$ cat config.mk
export PLATFORM = sky130hd
export DESIGN_NAME = pid_conditional_integration_flat
export DESIGN_NICKNAME = d
export VERILOG_FILES = /design/src/rtl/pci_pkg.sv /design/src/rtl/pci_if.sv /design/src/rtl/pid_conditional_integration.sv /design/src/flat_wrapper.sv
export VERILOG_INCLUDE_DIRS = /design/src /design/src/rtl
export SDC_FILE = /design/constraint.sdc
export NUM_CORES = 2
export LEC_CHECK = 0
export BUFFER_PORTS_ARGS = -buffer_cell sky130_fd_sc_hd__buf_2
export CORE_UTILIZATION = 45
export DETAILED_ROUTE_END_ITERATION = 10
export PLACE_DENSITY_LB_ADDON = 0.08
export SLEW_MARGIN = 20
export SYNTH_ARGS = -nofsm -noshare
export SYNTH_HDL_FRONTEND = slang
export SYNTH_SLANG_ARGS = --single-unit
$ cat constraint.sdc
create_clock -name clk_i -period 10.44 [get_ports clk_i]
set_clock_uncertainty 0.1 [all_clocks]
set_input_delay 1.044 -clock clk_i [delete_from_list [all_inputs] [get_ports clk_i]]
set_output_delay 1.044 -clock clk_i [all_outputs]
set_load 0.01 [all_outputs]
$ cat src/rtl/pid_conditional_integration_assert.svh
// Concurrent assertion helpers used by the RTL.
`ifndef PID_CONDITIONAL_INTEGRATION_ASSERT_SVH
`define PID_CONDITIONAL_INTEGRATION_ASSERT_SVH

// Same-cycle implication.
`define PCI_ASSERT_IMP(label, clk, rst_n, ante, cons) \
  label: assert property (@(posedge clk) disable iff (!rst_n) (ante) |-> (cons)) \
    else $error("pci assertion failed");

// Next-cycle implication.
`define PCI_ASSERT_NXT(label, clk, rst_n, ante, cons) \
  label: assert property (@(posedge clk) disable iff (!rst_n) (ante) |=> (cons)) \
    else $error("pci assertion failed");

`endif

$ cat src/rtl/pci_pkg.sv
`default_nettype none
package pci_pkg;

  localparam int unsigned NumRegs = 5;
  localparam int unsigned IdxW    = 3;

  localparam logic [IdxW-1:0] REG_KP = 3'd0;
  localparam logic [IdxW-1:0] REG_KI = 3'd1;
  localparam logic [IdxW-1:0] REG_KD = 3'd2;
  localparam logic [IdxW-1:0] REG_LO = 3'd3;
  localparam logic [IdxW-1:0] REG_HI = 3'd4;

  localparam logic OP_STEP  = 1'b0;
  localparam logic OP_CLEAR = 1'b1;

  localparam logic signed [47:0] Q48_MAX = {1'b0, {47{1'b1}}};
  localparam logic signed [47:0] Q48_MIN = {1'b1, {47{1'b0}}};

  typedef enum logic [3:0] {
    ST_IDLE,
    ST_MDT,
    ST_DIV,
    ST_MP,
    ST_MD,
    ST_MI,
    ST_MO,
    ST_CHK,
    ST_OUT
  } state_e;

  typedef enum logic [1:0] {
    K_STEP,
    K_CLEAR,
    K_NULL
  } kind_e;

  // floor(product / 2^16) saturated to signed 48 bits
  function automatic logic signed [47:0] sat_term(input logic [79:0] p);
    logic uni;
    uni = (&p[79:63]) | ~(|p[79:63]);
    if (uni) return $signed(p[63:16]);
    return p[79] ? Q48_MIN : Q48_MAX;
  endfunction

endpackage
`default_nettype wire

$ cat src/rtl/pci_if.sv
`default_nettype none
interface pci_req_if;
  logic        valid;
  logic        ready;
  logic        operation;
  logic [31:0] setpoint;
  logic [31:0] measured;
  logic [23:0] time_step;
  modport source (output valid, operation, setpoint, measured, time_step, input ready);
  modport sink (input valid, operation, setpoint, measured, time_step, output ready);
endinterface

interface pci_rsp_if;
  logic        valid;
  logic        ready;
  logic [31:0] drive;
  logic        clamped;
  modport source (output valid, drive, clamped, input ready);
  modport sink (input valid, drive, clamped, output ready);
endinterface

interface pci_cfg_if;
  logic        valid;
  logic        ready;
  logic [2:0]  index;
  logic [31:0] data;
  modport source (output valid, index, data, input ready);
  modport sink (input valid, index, data, output ready);
endinterface
`default_nettype wire

$ cat src/rtl/pid_conditional_integration.sv
// Sequence: a clear or zero time step goes from ST_IDLE straight to ST_OUT; a step
//   runs the multiplies, and the derivative divide only when history is present.
// Throughput: one transaction at a time, set by the bit-serial 32-step multiplier
//   (used five times) and the 58-step restoring divider for the derivative.
// Reset (rst_ni low, async): gains 0, limits full range, integral, last error
//   and history cleared, no result pending.
`default_nettype none
`include "pid_conditional_integration_assert.svh"
module pid_conditional_integration
  import pci_pkg::*;
(
  input  wire logic  clk_i,
  input  wire logic  rst_ni,
  pci_cfg_if.sink    cfg_i,
  pci_req_if.sink    req_i,
  pci_rsp_if.source  rsp_o
);

  state_e state_q, state_d;
  kind_e  kind_q, kind_d;
  logic [5:0] cnt_q, cnt_d;

  logic signed [31:0] kp_q, ki_q, kd_q, lo_q, hi_q;
  logic signed [47:0] integ_q, integ_d;
  logic signed [32:0] last_q, last_d;
  logic hist_q, hist_d;

  logic signed [32:0] err_q, err_d;
  logic [23:0] dt_q, dt_d;
  logic signed [47:0] cand_q, cand_d, deriv_q, deriv_d;
  logic signed [47:0] tic_q, tic_d, tio_q, tio_d;
  logic signed [49:0] pd_q, pd_d, yfin_q, yfin_d;
  logic commit_q, commit_d;

  logic [47:0] ma_q, ma_d;
  logic [31:0] mc_q, mc_d;
  logic [79:0] prod_q, prod_d;
  logic [24:0] rem_q, rem_d;
  logic [57:0] dvd_q, dvd_d;
  logic dneg_q, dneg_d;

  logic ov_q, ov_d;
  logic [31:0] drive_q, drive_d;
  logic clamped_q, clamped_d;

  // multiplier step: add (or subtract on the sign bit) then shift right
  logic signed [48:0] a_ext, addend, msum;
  logic [79:0] mul_next;
  logic signed [47:0] term;
  logic mul_last;

  always_comb begin
    mul_last = (cnt_q == 6'd31);
    a_ext    = $signed({ma_q[47], ma_q});
    addend   = mc_q[0] ? (mul_last ? -a_ext : a_ext) : '0;
    msum     = $signed({prod_q[79], prod_q[79:32]}) + addend;
    mul_next = {msum, prod_q[31:1]};
    term     = sat_term(mul_next);
  end

  // divider step
  logic [24:0] rtry;
  logic [24:0] rsub;
  always_comb begin
    rtry = {rem_q[23:0], dvd_q[57]};
    rsub = rtry - {1'b0, dt_q};
  end

  logic signed [31:0] lo_e, hi_e;
  always_comb begin
    if (lo_q > hi_q) begin
      lo_e = hi_q;
      hi_e = lo_q;
    end else begin
      lo_e = lo_q;
      hi_e = hi_q;
    end
  end

  logic signed [32:0] err_new;
  logic signed [33:0] diff;
  logic [33:0] dmag;
  logic [32:0] inc;
  logic signed [48:0] csum;
  logic signed [49:0] y1, y2, lo50, hi50;
  logic [57:0] q;
  logic [47:0] qneg;

  always_comb begin
    err_new = $signed({req_i.setpoint[31], req_i.setpoint})
            - $signed({req_i.measured[31], req_i.measured});
    diff = $signed({err_q[32], err_q}) - $signed({last_q[32], last_q});
    dmag = diff[33] ? 34'(-diff) : 34'(diff);
    inc  = mul_next[56:24];
    csum = $signed({integ_q[47], integ_q}) + $signed({{16{inc[32]}}, inc});
    y1   = pd_q + $signed({{2{tic_q[47]}}, tic_q});
    y2   = pd_q + $signed({{2{tio_q[47]}}, tio_q});
    lo50 = $signed({{18{lo_e[31]}}, lo_e});
    hi50 = $signed({{18{hi_e[31]}}, hi_e});
    q    = {dvd_q[56:0], ~rsub[24]};
    qneg = 48'(-q[47:0]);
  end

  always_comb begin
    state_d = state_q; kind_d = kind_q; cnt_d = cnt_q;
    integ_d = integ_q; last_d = last_q; hist_d = hist_q;
    err_d = err_q; dt_d = dt_q; cand_d = cand_q; deriv_d = deriv_q;
    tic_d = tic_q; tio_d = tio_q; pd_d = pd_q; yfin_d = yfin_q; commit_d = commit_q;
    ma_d = ma_q; mc_d = mc_q; prod_d = prod_q;
    rem_d = rem_q; dvd_d = dvd_q; dneg_d = dneg_q;
    ov_d = ov_q & ~rsp_o.ready;
    drive_d = drive_q; clamped_d = clamped_q;

    unique case (state_q)
      ST_IDLE: begin
        if (req_i.valid) begin
          err_d = err_new;
          dt_d  = req_i.time_step;
          if (req_i.operation == OP_CLEAR) begin
            kind_d  = K_CLEAR;
            state_d = ST_OUT;
          end else if (req_i.time_step == '0) begin
            kind_d  = K_NULL;
            state_d = ST_OUT;
          end else begin
            kind_d  = K_STEP;
            ma_d    = 48'(err_new);
            mc_d    = {8'b0, req_i.time_step};
            prod_d  = '0;
            cnt_d   = '0;
            state_d = ST_MDT;
          end
        end
      end
      ST_MDT: begin
        prod_d = mul_next; mc_d = mc_q >> 1; cnt_d = cnt_q + 6'd1;
        if (mul_last) begin
          if (csum[48] != csum[47]) cand_d = csum[48] ? Q48_MIN : Q48_MAX;
          else cand_d = csum[47:0];
          cnt_d = '0;
          if (hist_q) begin
            rem_d   = '0;
            dvd_d   = {dmag, 24'b0};
            dneg_d  = diff[33];
            state_d = ST_DIV;
          end else begin
            deriv_d = '0;
            ma_d    = 48'(err_q);
            mc_d    = kp_q;
            prod_d  = '0;
            state_d = ST_MP;
          end
        end
      end
      ST_DIV: begin
        rem_d = rsub[24] ? rtry : rsub;
        dvd_d = q;
        cnt_d = cnt_q + 6'd1;
        if (cnt_q == 6'd57) begin
          if (dneg_q) begin
            if ((|q[57:48]) || (q[47] && (|q[46:0]))) deriv_d = Q48_MIN;
            else deriv_d = qneg;
          end else begin
            if (|q[57:47]) deriv_d = Q48_MAX;
            else deriv_d = q[47:0];
          end
          cnt_d   = '0;
          ma_d    = 48'(err_q);
          mc_d    = kp_q;
          prod_d  = '0;
          state_d = ST_MP;
        end
      end
      ST_MP, ST_MD, ST_MI, ST_MO: begin
        prod_d = mul_next; mc_d = mc_q >> 1; cnt_d = cnt_q + 6'd1;
        if (mul_last) begin
          cnt_d  = '0;
          prod_d = '0;
          if (state_q == ST_MP) begin
            pd_d = 50'(term);
            ma_d = deriv_q; mc_d = kd_q; state_d = ST_MD;
          end else if (state_q == ST_MD) begin
            pd_d = pd_q + 50'(term);
            ma_d = cand_q; mc_d = ki_q; state_d = ST_MI;
          end else if (state_q == ST_MI) begin
            tic_d = term;
            ma_d = integ_q; mc_d = ki_q; state_d = ST_MO;
          end else begin
            tio_d = term;
            state_d = ST_CHK;
          end
        end
      end
      ST_CHK: begin
        commit_d = ((y1 <= hi50) && (y1 >= lo50)) || ((y1 > hi50) && err_q[32])
                || ((y1 < lo50) && !err_q[32] && (err_q != '0));
        yfin_d = commit_d ? y1 : y2;
        state_d = ST_OUT;
      end
      ST_OUT: begin
        if (!ov_q || rsp_o.ready) begin
          ov_d = 1'b1;
          drive_d = '0;
          clamped_d = 1'b0;
          state_d = ST_IDLE;
          if (kind_q == K_CLEAR) begin
            integ_d = '0; last_d = '0; hist_d = 1'b0;
          end else if (kind_q == K_STEP) begin
            if (commit_q) integ_d = cand_q;
            last_d = err_q;
            hist_d = 1'b1;
            if (yfin_q > hi50) begin
              drive_d = hi_e; clamped_d = 1'b1;
            end else if (yfin_q < lo50) begin
              drive_d = lo_e; clamped_d = 1'b1;
            end else begin
              drive_d = yfin_q[31:0];
            end
          end
        end
      end
      default: state_d = ST_IDLE;
    endcase
  end

  always_ff @(posedge clk_i or negedge rst_ni) begin
    if (!rst_ni) begin
      state_q <= ST_IDLE;
      kind_q  <= K_NULL;
      cnt_q   <= '0;
      integ_q <= '0;
      last_q  <= '0;
      hist_q  <= 1'b0;
      ov_q    <= 1'b0;
      kp_q    <= '0;
      ki_q    <= '0;
      kd_q    <= '0;
      lo_q    <= 32'sh8000_0000;
      hi_q    <= 32'sh7FFF_FFFF;
    end else begin
      state_q <= state_d;
      kind_q  <= kind_d;
      cnt_q   <= cnt_d;
      integ_q <= integ_d;
      last_q  <= last_d;
      hist_q  <= hist_d;
      ov_q    <= ov_d;
      if (cfg_i.valid) begin
        unique case (cfg_i.index)
          REG_KP:  kp_q <= cfg_i.data;
          REG_KI:  ki_q <= cfg_i.data;
          REG_KD:  kd_q <= cfg_i.data;
          REG_LO:  lo_q <= cfg_i.data;
          REG_HI:  hi_q <= cfg_i.data;
          default: ;
        endcase
      end
    end
  end

  always_ff @(posedge clk_i) begin
    err_q <= err_d; dt_q <= dt_d; cand_q <= cand_d; deriv_q <= deriv_d;
    tic_q <= tic_d; tio_q <= tio_d; pd_q <= pd_d; yfin_q <= yfin_d;
    commit_q <= commit_d;
    ma_q <= ma_d; mc_q <= mc_d; prod_q <= prod_d;
    rem_q <= rem_d; dvd_q <= dvd_d; dneg_q <= dneg_d;
    drive_q <= drive_d; clamped_q <= clamped_d;
  end

  assign cfg_i.ready   = 1'b1;
  assign req_i.ready   = (state_q == ST_IDLE);
  assign rsp_o.valid   = ov_q;
  assign rsp_o.drive   = drive_q;
  assign rsp_o.clamped = clamped_q;

  `PCI_ASSERT_NXT(a_accept_busy, clk_i, rst_ni, req_i.valid && req_i.ready,
    state_q != ST_IDLE)
  `PCI_ASSERT_IMP(a_mul_count, clk_i, rst_ni,
    state_q == ST_MP || state_q == ST_MD || state_q == ST_MI || state_q == ST_MO,
    cnt_q <= 6'd31)
  `PCI_ASSERT_NXT(a_clear_state, clk_i, rst_ni,
    state_q == ST_OUT && kind_q == K_CLEAR && (!ov_q || rsp_o.ready),
    integ_q == '0 && !hist_q && last_q == '0)
  `PCI_ASSERT_IMP(a_clamp_limit, clk_i, rst_ni, ov_q && clamped_q,
    $signed(drive_q) == lo_e || $signed(drive_q) == hi_e)

endmodule
`default_nettype wire

$ cat src/flat_wrapper.sv
// flat-port wrapper written by rule: the top's interface ports become plain ports
module pid_conditional_integration_flat import pci_pkg::*;
  (clk_i, rst_ni, cfg_i_valid, cfg_i_index, cfg_i_data, cfg_i_ready, req_i_valid, req_i_operation, req_i_setpoint, req_i_measured, req_i_time_step, req_i_ready, rsp_o_valid, rsp_o_drive, rsp_o_clamped, rsp_o_ready);
  pci_cfg_if cfg_i_i ();
  pci_req_if req_i_i ();
  pci_rsp_if rsp_o_i ();
  input  wire logic clk_i;
  input  wire logic rst_ni;
  input wire logic [$bits(cfg_i_i.valid)-1:0] cfg_i_valid;
  input wire logic [$bits(cfg_i_i.index)-1:0] cfg_i_index;
  input wire logic [$bits(cfg_i_i.data)-1:0] cfg_i_data;
  output wire logic [$bits(cfg_i_i.ready)-1:0] cfg_i_ready;
  input wire logic [$bits(req_i_i.valid)-1:0] req_i_valid;
  input wire logic [$bits(req_i_i.operation)-1:0] req_i_operation;
  input wire logic [$bits(req_i_i.setpoint)-1:0] req_i_setpoint;
  input wire logic [$bits(req_i_i.measured)-1:0] req_i_measured;
  input wire logic [$bits(req_i_i.time_step)-1:0] req_i_time_step;
  output wire logic [$bits(req_i_i.ready)-1:0] req_i_ready;
  output wire logic [$bits(rsp_o_i.valid)-1:0] rsp_o_valid;
  output wire logic [$bits(rsp_o_i.drive)-1:0] rsp_o_drive;
  output wire logic [$bits(rsp_o_i.clamped)-1:0] rsp_o_clamped;
  input wire logic [$bits(rsp_o_i.ready)-1:0] rsp_o_ready;
  assign cfg_i_i.valid = cfg_i_valid;
  assign cfg_i_i.index = cfg_i_index;
  assign cfg_i_i.data = cfg_i_data;
  assign cfg_i_ready = cfg_i_i.ready;
  assign req_i_i.valid = req_i_valid;
  assign req_i_i.operation = req_i_operation;
  assign req_i_i.setpoint = req_i_setpoint;
  assign req_i_i.measured = req_i_measured;
  assign req_i_i.time_step = req_i_time_step;
  assign req_i_ready = req_i_i.ready;
  assign rsp_o_valid = rsp_o_i.valid;
  assign rsp_o_drive = rsp_o_i.drive;
  assign rsp_o_clamped = rsp_o_i.clamped;
  assign rsp_o_i.ready = rsp_o_ready;
  pid_conditional_integration u_core (.clk_i(clk_i), .rst_ni(rst_ni), .cfg_i(cfg_i_i), .req_i(req_i_i), .rsp_o(rsp_o_i));
endmodule
-- Word-level counts from Yosys, hierarchy flattened
Cells that the tools add are included.
- flip-flop bits (word level): 881
- bits of input ports: 129
- output and inout port bits: 36
- logic and storage cells: 224
- add/sub/neg operators: 12
- order comparisons: 7
- equal/unequal tests: 26
- multiplexer cells: 91
- bitwise operators: 9
- reductions and logical operators: 50
- operators with widths (cell ; number):
    48-bit two-way mux ; 24
    80-bit two-way mux ; 7
    32-bit two-way mux ; 14
    80-bit case mux with 4 select lines ; 1
    48-bit case mux with 4 select lines ; 1
    50-bit by 48-bit adder with 50-bit output ; 3
    50-bit two-way mux ; 3
    32-bit case mux with 4 select lines ; 1
    58-bit two-way mux ; 2
    58-bit case mux with 2 select lines ; 1
    50-bit by 32-bit greater-than comparator with 1-bit output ; 2
    50-bit by 32-bit < comparator with 1-bit output ; 2
    49-bit two-way mux ; 2
    48-bit case mux with 2 select lines ; 1
    24-bit two-way mux ; 3
    33-bit two-way mux ; 2
    50-bit by 32-bit greater-or-equal comparator with 1-bit output ; 1
    50-bit by 32-bit less-or-equal comparator with 1-bit output ; 1
    48-bit by 33-bit adder with 49-bit output ; 1
    48-bit by 49-bit adder with 49-bit output ; 1
    49-bit negation ; 1
    48-bit negation ; 1
    24-bit case mux with 2 select lines ; 1
    47-bit OR reduction ; 1
    other kinds (53) ; 118

-- Longest topological paths before layout
- word-level depth: 12
- gate-level depth with buffers: 41

-- Worst setup path before layout
No wires, ideal clock.
- path type: reg2reg
- start point: reg u_core.ma_q[4]
- end point: reg u_core.pd_q[48], data pin
- arrival: 8.745 ns
- data required time: 10.070 ns
- path slack: 1.326 ns
- cell stages (with the launch flop): 41
- path buffers: 4
- cells stage by stage: edfxtp_1 -> or4_1 -> nor3_1 -> nand4b_1 -> or2_2 -> clkbuf_1 -> or3_1 -> clkbuf_1 -> or3_1 -> o21ai_0 -> xnor2_1 -> and2_1 -> ha_1 -> clkbuf_1 -> a21oi_1 -> o21bai_1 -> a2111oi_0 -> o41ai_1 -> [... 5 more ...] -> buf_2 -> nand2_1 -> nand2_1 -> ha_1 -> inv_1 -> fa_1 -> nor2b_1 -> o31a_1 -> o211ai_1 -> a21o_1 -> a21oi_1 -> o21ai_0 -> a21boi_0 -> a21oi_1 -> o21ai_0 -> a311oi_1 -> xor2_1 -> o21ai_0
- longest elaborated chain between the ends: 12
- elaborated cells between the ends (all ways): 15
- classes of those cells: add/sub (3); mux (8); bitwise (2); reduce/logical (2)
- RTL lines (item ; line ; RTL):
    from (decl) ; pid_conditional_integration.sv:35 ; logic [47:0] ma_q, ma_d;
    from (signal assigned) ; pid_conditional_integration.sv:265 ; ma_q <= ma_d; mc_q <= mc_d; prod_q <= prod_d;
    49-bit negation ; pid_conditional_integration.sv:55 ; addend = mc_q[0] ? (mul_last ? -a_ext : a_ext) : '0;
    49-bit two-way mux * (2 in series) ; pid_conditional_integration.sv:55 ;
    48-bit by 49-bit adder with 49-bit output * ; pid_conditional_integration.sv:56 ; msum = $signed({prod_q[79], prod_q[79:32]}) + addend;
    17-bit OR reduction ; pci_pkg.sv:40 ; uni = (&p[79:63]) | ~(|p[79:63]);
    1-bit inverter ; pci_pkg.sv:40 ;
    1-bit bitwise OR ; pci_pkg.sv:40 ;
    1-bit two-way mux ; pci_pkg.sv:41 ; if (uni) return $signed(p[63:16]);
    48-bit two-way mux * ; pci_pkg.sv:42 ; return p[79] ? Q48_MIN : Q48_MAX;
    named net u_core.term[0] ; pid_conditional_integration.sv:49 ; logic signed [47:0] term;
    50-bit by 48-bit adder with 50-bit output * ; pid_conditional_integration.sv:183 ; pd_d = pd_q + 50'(term);
    50-bit two-way mux * ; pid_conditional_integration.sv:182 ; end else if (state_q == ST_MD) begin
    50-bit two-way mux * ; pid_conditional_integration.sv:179 ; if (state_q == ST_MP) begin
    to (signal assigned) ; pid_conditional_integration.sv:263 ; tic_q <= tic_d; tio_q <= tio_d; pd_q <= pd_d; yfin_q <= yfin_d;
    to (decl) ; pid_conditional_integration.sv:32 ; logic signed [49:0] pd_q, pd_d, yfin_q, yfin_d;
The timed path passes the listed nets; every way through them passes the cells marked *. The select of a mux whose other input is x is not followed.
A chain may end at the register's enable or synchronous reset.

-- Worst setup path in the final report
- start point: reg u_core.ma_q[12]
- end point: reg u_core.pd_q[49], data pin
Same word-level chain as after synthesis.

==> impl_metrics.csv <==
group,metric,value,unit
status,outcome,"finished clean",
yosys,yosys.area.top_type,"edfxtp_1",
global_route,grtUsageTotal,26.4,%
sta,setup_violations,0,
global_route,grt_pass1_wl,287,mm
global_route,grt_start_max_net_pins,144,
sta,fin_ws,520,ps
cts,postCtsHoldBufs,0,
routing,drt_wl_total,189,mm
place,dpl_cell_area,65100,µm²
floorplanning,coreArea,136000,µm²
worst_setup_path,crit_required,10780,ps
yosys,ys_types,98,
routing,drtAntennaViolNets,0,
routing,drt_iter0_drc,3941,
power_and_ir_drop,pwr-share-seq,24.3,%
cts,cts_inserted_buffers,100,
sta,worstMarginPinSlew,1100,ps
worst_setup_path,critPathCaptureType,"flop",
yosys,syn_area,62100,µm²
yosys,synth_ff_type,"edfxtp_1",
worst_setup_path,cp.arrival,10260,ps
floorplanning,die_w,373,µm
cts,clk_path_buf_depth,3,
worst_setup_path,worstPathBufferInverterCount,2,
sta,hold_viol_final,0,
yosys,synthesis.nets,7112,
cts,clkLatencyLatePin,710,ps
layout,layout-drive-gt1-share,11.6,%
cts,cts_tree,"yes",
place,dp_hpwl,143,mm
layout,layout_common_cells,"edfxtp_1, ha_1, nand2_1",
worst_setup_path,critical_path_class,"reg2reg",
place,gp_congestion,0.945,
power_and_ir_drop,power-per-cell-area,391,nW/µm²
routing,wl_per_cell,22.6,µm
sta,finalCritPeriodShare,95.0,%
sta,max_freq,0.101,GHz
power_and_ir_drop,p_int,14400,µW
routing,first_pass_iters,5,
power_and_ir_drop,switchingPower,12400,µW
floorplanning,die_h,373,µm
floorplanning,rows,135,
sta,slew_headroom,26.5,%
yosys,ys_top_cells_by_area,"edfxtp_1, ha_1, dfrtp_1",
layout,layout_commonest_cell,"edfxtp_1",
yosys,yosysSeqAreaShare,39.8,%
worst_setup_path,critPathLaunchType,"flop",
worst_setup_path,crit_top_cell,"or3_1",
global_route,overflow,0,
cts,ctsHtreeMaxLevel,3,
global_route,first_global_vias,47300,
sta,min_period,9920,ps
yosys,yosys_warnings,0,
job,drv_cap,0,
power_and_ir_drop,p_clk_share,13.7,%
floorplanning,io_pins,165,
yosys,synth_edf_count,609,
worst_setup_path,worstPathMaxFanout,18,
layout,layout.nets,7197,
cts,root_buffer,"clkbuf_16",
power_and_ir_drop,peakVddDrop,0.297,mV
yosys,post-synth-top-area-fraction,29.4,%
layout,syn_to_final_growth,10.4,%
worst_setup_path,crit_family,"simple AND/OR/NAND/NOR gates",
global_route,antenna_found_initial,8,
power_and_ir_drop,pwr-share-comb,62.0,%
place,dp_cells,8169,
layout,final_area,68500,µm²
worst_setup_path,slowest_delay,630,ps
yosys,syn_avg_cell_area,9.69,µm²
cts,clock_sinks,864,
power_and_ir_drop,leakage,0.0279,µW
sta,slew_viol_final,0,
routing,vias,49800,
routing,drc,0,
worst_setup_path,reg2reg_slack,520,ps
place,io_buffers,163,
floorplanning,die_area,139000,µm²
cts,cts.reportedPaths.clkPinSlew,60,ps
power_and_ir_drop,swShare,46.3,%
place,dp_slack,474,ps
yosys,synth_seq_cells,864,
hold_path,hold_class,"in2async",
routing,vias_per_cell,5.95,
yosys,synthCells,6407,
worst_setup_path,cpMaxStageDelayCell,"a2111oi_0",
floorplanning,start_util,45.6,%
yosys,synthArstFlopShare,29.5,%
layout,fin_cells,8360,
## sequential cells by signal (all words and copies together), names as in the netlist, 48 cells and up
name            cells
u_core.prod_q      63
u_core.dvd_q       58
u_core.pd_q        50
u_core.yfin_q      50
u_core.cand_q      48
u_core.deriv_q     48
u_core.integ_q     48
u_core.ma_q        48
u_core.tic_q       48
u_core.tio_q       48
## power by group through the flow
stage	Clock, µW	Sequential (µW)	Combinational [µW]
6_report	3670	6510	16600
3_5_place_dp	0	6550	16400
5_1_grt	3840	6600	18300
3_3_place_gp	0	6540	16300
4_1_cts	3740	6500	16500
2_1_floorplan	0	6260	12100
## repair_timing
action                                  in CTS  in global routing
endpoints found under the setup margin       0                  6
resized for setup                            0                  4
buffers inserted                             0                  1
## final timing paths
check                                  start                 end  cells after the start
setup / recovery             u_core.ma_q[12]     u_core.pd_q[49]                     35
hold / removal                        rst_ni     u_core.lo_q[26]                      1
setup reg to reg             u_core.ma_q[12]     u_core.pd_q[49]                     35
hold reg to reg            u_core.last_q[21]   u_core.last_q[21]                      1
max in group asynchronous             rst_ni  u_core.integ_q[38]                      3
min in group clk_i         u_core.last_q[21]   u_core.last_q[21]                      1
## cell families after synthesis
kind of cell | count (synthesis) | synth area share (%)
xor+xnor | 340 | 4.81
mux | 340 | 5.92
fa+ha+maj | 623 | 12.5
flops | 864 | 39.8
simple gates | 1813 | 14.0
buf+inv | 558 | 3.42
compound gates | 1868 | 19.6
other cells | 1 | 0.00604
## cell type report
cell class                      instances  area (µm²)
Tap cell                             1781        2230
Sequential cell                       864       24700
Clock buffer                          133        2850
Fill cell                           12600       67600
Antenna cell                            1        2.50
Clock inverter                         55         572
Multi-Input combinational cell       4985       35500
Inverter                              289        1090
Timing Repair Buffer                  252        1540
## synthesized netlist by cell type, types with 11 or more instances
cell	count
buf_1	24
dfrtp_1	222
or3_1	64
nand3b_1	17
and2_1	104
maj3_1	47
a22oi_1	40
a21oi_1	487
a21boi_0	25
o22ai_1	43
a22o_1	35
nor3_1	95
nand2b_1	61
nand3_1	112
nand4_1	88
inv_1	289
xnor2_1	226
and4_1	15
mux2_2	212
a31oi_1	67
a211oi_1	78
o21bai_1	51
clkbuf_1	231
xor2_1	113
nor2_1	461
o211ai_1	58
ha_1	568
mux2i_1	127
a221oi_1	23
nand2_1	560
edfxtp_1	609
o21ai_0	399
dfstp_2	33
o21a_1	61
nor2b_1	64
nor4_1	52
a2111oi_0	17
or2_2	23
a21o_1	233
and3_1	57
o41ai_1	11
o31a_1	12
o31ai_1	51
a221o_1	63
## per-stage QoR
stage                     power, µW  utilization, %  hold WS (ps)  TNS, ps
after floorplan               18300               -           366        0
after global placement        22900            47.8           384        0
after detailed placement      23000            47.8           388        0
after CTS                     26800            50.3           187        0
after global routing          28800            50.3           214    -17.7
final                         26800            50.3           199        0
## per-layer routing
metal | share of wire, % | wire length, µm | up-vias | track usage (%)
met4 | 3.7 | 6990 | 2 | 9.27
met1 | 47 | 87900 | 24100 | 37.0
met2 | 45 | 85100 | 1290 | 41.9
met5 | 0.010 | 19 | - | 0
li1 | - | - | 24100 | -
met3 | 4.7 | 8800 | 255 | 3.16
Note: power is estimated with default switching activity, not from simulation.
